## src/rtl/core/rcv_pkg.sv

```systemverilog
// Shared types, constants and register codes of the RGB 3x3 convolution block.
package rcv_pkg;

  localparam int unsigned MAX_WIDTH     = 1024;
  localparam int unsigned ADDR_W        = $clog2(MAX_WIDTH);
  localparam int unsigned CNT_W         = ADDR_W + 1;
  localparam int unsigned WIDTH_BITS    = 11;
  localparam int unsigned HEIGHT_BITS   = 16;
  localparam int unsigned COEF_BITS     = 16;
  localparam int unsigned FRAC_BITS     = 10;
  localparam int unsigned COEF_ROW_BITS = 3 * COEF_BITS;
  localparam int unsigned CFG_DATA_W    = 48;
  localparam int unsigned CFG_IDX_W     = 3;

  localparam int unsigned CH_BITS  = 8;
  localparam int unsigned PIX_BITS = 3 * CH_BITS;
  localparam int unsigned CH_MAX   = 255;
  localparam int unsigned PROD_W   = CH_BITS + COEF_BITS;
  localparam int unsigned ROW_W    = PROD_W + 2;
  localparam int unsigned SUM_W    = ROW_W + 2;

  localparam int unsigned JOB_DEPTH = 4;
  localparam int unsigned JOB_PTR_W = $clog2(JOB_DEPTH);
  localparam int unsigned JOB_CNT_W = JOB_PTR_W + 1;
  localparam int unsigned OUT_DEPTH = 8;
  localparam int unsigned OUT_PTR_W = $clog2(OUT_DEPTH);
  localparam int unsigned OUT_CNT_W = OUT_PTR_W + 1;

  // register index codes
  localparam logic [CFG_IDX_W-1:0] CFG_IMAGE_WIDTH  = 3'd0;
  localparam logic [CFG_IDX_W-1:0] CFG_IMAGE_HEIGHT = 3'd1;
  localparam logic [CFG_IDX_W-1:0] CFG_COEF_TOP     = 3'd2;
  localparam logic [CFG_IDX_W-1:0] CFG_COEF_MIDDLE  = 3'd3;
  localparam logic [CFG_IDX_W-1:0] CFG_COEF_BOTTOM  = 3'd4;

  // operation codes
  localparam logic OP_PIXEL = 1'b0;
  localparam logic OP_DRAIN = 1'b1;

  typedef logic [PIX_BITS-1:0] pix_t;
  typedef logic [2:0][COEF_ROW_BITS-1:0] coef_rows_t;

  typedef struct packed {
    logic               operation;
    logic [CH_BITS-1:0] red;
    logic [CH_BITS-1:0] green;
    logic [CH_BITS-1:0] blue;
  } in_item_t;

  typedef struct packed {
    logic [CH_BITS-1:0] red_out;
    logic [CH_BITS-1:0] green_out;
    logic [CH_BITS-1:0] blue_out;
    logic               last_of_item;
    logic               end_of_frame;
  } out_item_t;

  typedef struct packed {
    pix_t older;
    pix_t newer;
  } line_t;

  typedef struct packed {
    logic emit_a;   // centred output
    logic emit_b;   // row-end output, right column skipped
    logic top_ok;
    logic bot_ok;
    logic left_a;
    logic right_a;
    logic left_b;
    logic eof;
  } job_flags_t;

  typedef struct packed {
    pix_t [2:0][2:0] taps;  // [row][col]
    job_flags_t      flags;
  } job_t;

  typedef struct packed {
    logic [CNT_W-1:0]       width;
    logic [HEIGHT_BITS-1:0] height;
    logic                   clear;
  } frame_cfg_t;

  typedef enum logic [1:0] {
    S1_PIXEL,
    S1_DRAIN,
    S1_PRELOAD
  } s1_kind_e;

endpackage

```

## src/rtl/core/rcv_job_fifo.sv

```systemverilog
// Short job queue between the front end and the arithmetic back end.
module rcv_job_fifo (
  input  logic                          clk_i,
  input  logic                          rst_ni,
  input  logic                          push_i,
  input  rcv_pkg::job_t                 data_i,
  input  logic                          pop_i,
  output logic                          vld_o,
  output rcv_pkg::job_t                 data_o,
  output logic [rcv_pkg::JOB_CNT_W-1:0] cnt_o
);

  rcv_pkg::job_t                mem_q [rcv_pkg::JOB_DEPTH];
  logic [rcv_pkg::JOB_PTR_W-1:0] wptr_q, rptr_q;
  logic [rcv_pkg::JOB_CNT_W-1:0] cnt_q;
  logic                          do_pop;

  assign vld_o  = (cnt_q != '0);
  assign do_pop = pop_i & vld_o;
  assign data_o = mem_q[rptr_q];
  assign cnt_o  = cnt_q;

  always_ff @(posedge clk_i or negedge rst_ni) begin
    if (!rst_ni) begin
      wptr_q <= '0;
      rptr_q <= '0;
      cnt_q  <= '0;
    end else begin
      if (push_i) begin
        wptr_q <= wptr_q + rcv_pkg::JOB_PTR_W'(1);
      end
      if (do_pop) begin
        rptr_q <= rptr_q + rcv_pkg::JOB_PTR_W'(1);
      end
      cnt_q <= cnt_q + rcv_pkg::JOB_CNT_W'(push_i) - rcv_pkg::JOB_CNT_W'(do_pop);
    end
  end

  always_ff @(posedge clk_i) begin
    if (push_i) begin
      mem_q[wptr_q] <= data_i;
    end
  end

endmodule

```

## config.mk

```make
export PLATFORM = sky130hd
export DESIGN_NAME = rcv_job_fifo
export DESIGN_NICKNAME = d
export VERILOG_FILES = /design/src/rtl/core/rcv_pkg.sv /design/src/rtl/core/rcv_job_fifo.sv
export SDC_FILE = /design/constraint.sdc
export NUM_CORES = 1
export LEC_CHECK = 0
export BUFFER_PORTS_ARGS = -buffer_cell sky130_fd_sc_hd__buf_2
export CAP_MARGIN = 10
export CORE_AREA = 2 2 330 202
export DETAILED_ROUTE_END_ITERATION = 16
export DIE_AREA = 0 0 332 204
export PLACE_DENSITY_LB_ADDON = 0.25
export SYNTH_ARGS = -nofsm -noshare
export SYNTH_HDL_FRONTEND = slang
export SYNTH_SLANG_ARGS = --single-unit
```

## constraint.sdc

```tcl
create_clock -name clk_i -period 6.7 [get_ports clk_i]
set_input_delay 0.335 -clock clk_i [delete_from_list [all_inputs] [get_ports clk_i]]
set_output_delay 0.335 -clock clk_i [all_outputs]
set_load 0.05 [all_outputs]
```

==> flow_metrics.env <==
export IMPL_skew_ns=0.0246
export IMPL_syn_to_final_growth_pct=24.8
export IMPL_fp_dieW_um=332
export IMPL_grt_pass1_vias=16000
export IMPL_slew_violations=0
export IMPL_syn_instance_count=1204
export IMPL_stdcell_count=2859
export IMPL_placed_cells=2484
export IMPL_hpwl_mm=35.9
export IMPL_cts_resized=0
export IMPL_hp_class="primary input to async pin"
export IMPL_cts_setup_buffers=0
export IMPL_grt_overflow=0
export IMPL_drtPass1Iterations=4
export IMPL_leakagePower_uw=0.0140
export IMPL_crit_required_ns=6.36
export IMPL_ys_types=18
export IMPL_place_gp_congestion=0.737
export IMPL_drcViolationCount=0
export IMPL_clock_path_buffers=3
export IMPL_vias=15200
export IMPL_cp_arrival_ns=3.43
export IMPL_finalCriticalPeriod_ns=3.76
export IMPL_final_common_cell="edfxtp_1"
export IMPL_routed_wl_mm=63.7
export IMPL_htree_levels=3
export IMPL_yosysWarningCount=0
export IMPL_hold_viol=0
export IMPL_rsz0062_at_grt="no"
export IMPL_yosysTopAreaCell="edfxtp_1"
export IMPL_grt_first_pass_wirelength_mm=96.4
export IMPL_cts_sinks=903
export IMPL_maxSlewHeadroom_pct=34.9
export IMPL_drtIter0Drc=910
export IMPL_grt_max_degree=119
export IMPL_coreArea_um2=65000
export IMPL_die_area_um2=67700
export IMPL_clk_latency_ns=0.62
export IMPL_cts_tree="yes"
export IMPL_syn_num_nets=1439
export IMPL_synth_area_top_cells="edfxtp_1 (82%), mux4_2 (15%), buf_6 (0.59%), dfrtp_1 (0.54%), buf_2 (0.40%)"
export IMPL_wire_per_inst_um=22.3
export IMPL_vdd_drop_max_mv=0.373
export IMPL_finalSetupViolCount=0
export IMPL_worst_setup_path_end_kind="output port"
export IMPL_postCtsHoldBufs=227
export IMPL_synth_top_cell_area_share_pct=82.3
export IMPL_via_per_inst=5.31
export IMPL_critPathKind="flop to output port"
export IMPL_cts_buffers=81
export IMPL_tns_ns=0
export IMPL_max_clock_freq_mhz=266
export IMPL_worst_pin_slew_ns=0.977
export IMPL_die_h_um=204
export IMPL_path_clk_slew_ns=0.07
export IMPL_avgSynthCellArea_um2=27.2
export IMPL_layout_common_cells="edfxtp_1 (896), buf_2 (455), dlygate4sd3_1 (227), mux4_2 (224), clkbuf_16 (83)"
export IMPL_port_buffers=455
export IMPL_grt_usage_pct=18.9
export IMPL_p_total_uw=20000
export IMPL_start_util_pct=50.3
export IMPL_fin_nets=2167
export IMPL_antenna_found_initial=4
export IMPL_drive_above_1_share_pct=40.8
export IMPL_cts_root_buf="clkbuf_16"
export IMPL_startpoint_type="flop"
export IMPL_ys_seq_area_share_pct=82.8
export IMPL_power_density_nw_per_um2=489
export IMPL_postRouteAntennaNets=0
export IMPL_finalCritPeriodShare_pct=56.2
export IMPL_boundaryPins=456
export IMPL_crit_fanout=98
export IMPL_synth_seq_cells=903
export IMPL_syn_area_um2=32700
export IMPL_status="finished clean"
export IMPL_maxCapViolations=0
export IMPL_fp_row_count=73
power breakdown:
group          internal (uW)  switching [uW]  leakage (uW)  total, uW
Sequential              7390             347       0.00831       7740
Clock                   2670            1940       0.00128       4610
Combinational           2240            5400       0.00438       7630
Total                  12300            7690        0.0140      20000
sequential cells by signal, indices dropped and copies added (netlist names):
signal  flops
cnt_o       3
mem_q     896
rptr_q      2
wptr_q      2
cells in the mapped netlist (all sizes together):
library cell  count
buf              44
ha                6
inv               6
dfrtp             7
edfxtp          896
mux4            224
xor2              2
and2              4
o31a              1
or3               1
clkbuf            6
xnor2             3
fa                1
nand2             1
o21ai             1
o311ai            1
metal layers:
| metal | wire length [um] | global-route usage, % |
|---|---|---|
| met5 | 13 | 0 |
| met4 | 1120 | 4.79 |
| met3 | 4310 | 5.14 |
| met2 | 31400 | 30.5 |
| met1 | 26900 | 25.9 |
stage by stage:
step | setup WS [ns] | hold WS (ns) | utilization (%) | instance area [um^2]
6_report | 2.94 | 0.0915 | 62.8 | 40800
3_5_place_dp | 3.54 | 0.184 | 55.2 | 35900
4_1_cts | 2.84 | 0.0319 | 62.7 | 40800
2_1_floorplan | 0.381 | 0.0394 | - | 32700
5_1_grt | 2.69 | 0.0556 | 62.7 | 40800
3_3_place_gp | 3.54 | 0.173 | 55.2 | 35900
worst max-delay path, stage by stage (launching register included):
cell	delay (ns)
dfrtp_4	1.02
buf_12	0.57
mux4_2	0.66
buf_2	0.24
cells by family after synthesis:
logic type	Yosys count	share of synthesized area, %
multiplexers	224	15.4
AND/OR/NAND/NOR	6	0.107
XOR/XNOR	5	0.134
AO/OA/AOI/OAI	3	0.0689
buffers and inverters	56	1.14
flip-flops	903	82.8
adder cells (fa/ha/maj)	7	0.291
worst paths after layout:
check                                      startpoint                      end  slack, ns  cells past startpoint
worst min register to register  wptr_q[0]$_DFFE_PN0P_    wptr_q[0]$_DFFE_PN0P_       0.56                      1
worst max-delay path            rptr_q[0]$_DFFE_PN0P_              data_o[105]       2.94                      3
worst max register to register  wptr_q[0]$_DFFE_PN0P_  mem_q[0][101]$_DFFE_PP_       3.97                      4
worst min-delay path                           rst_ni       cnt_o[1]$_DFF_PN0_       0.09                      2
max in group asynchronous                      rst_ni    rptr_q[1]$_DFFE_PN0P_       6.41                      2
min in group clk_i                         data_i[43]   mem_q[3][43]$_DFFE_PP_       0.47                      2
area by class of cell:
type / count / area, um^2
diodes: 4 / 10.0
clock buffers: 102 / 2150
clock inverters: 42 / 475
fillers: 4318 / 24200
inverters: 6 / 22.5
multi-input cells: 245 / 5250
flip-flops and latches: 903 / 27100
well taps: 862 / 1080
repair buffers: 695 / 4730
Note: power is estimated with default switching activity, not from simulation.
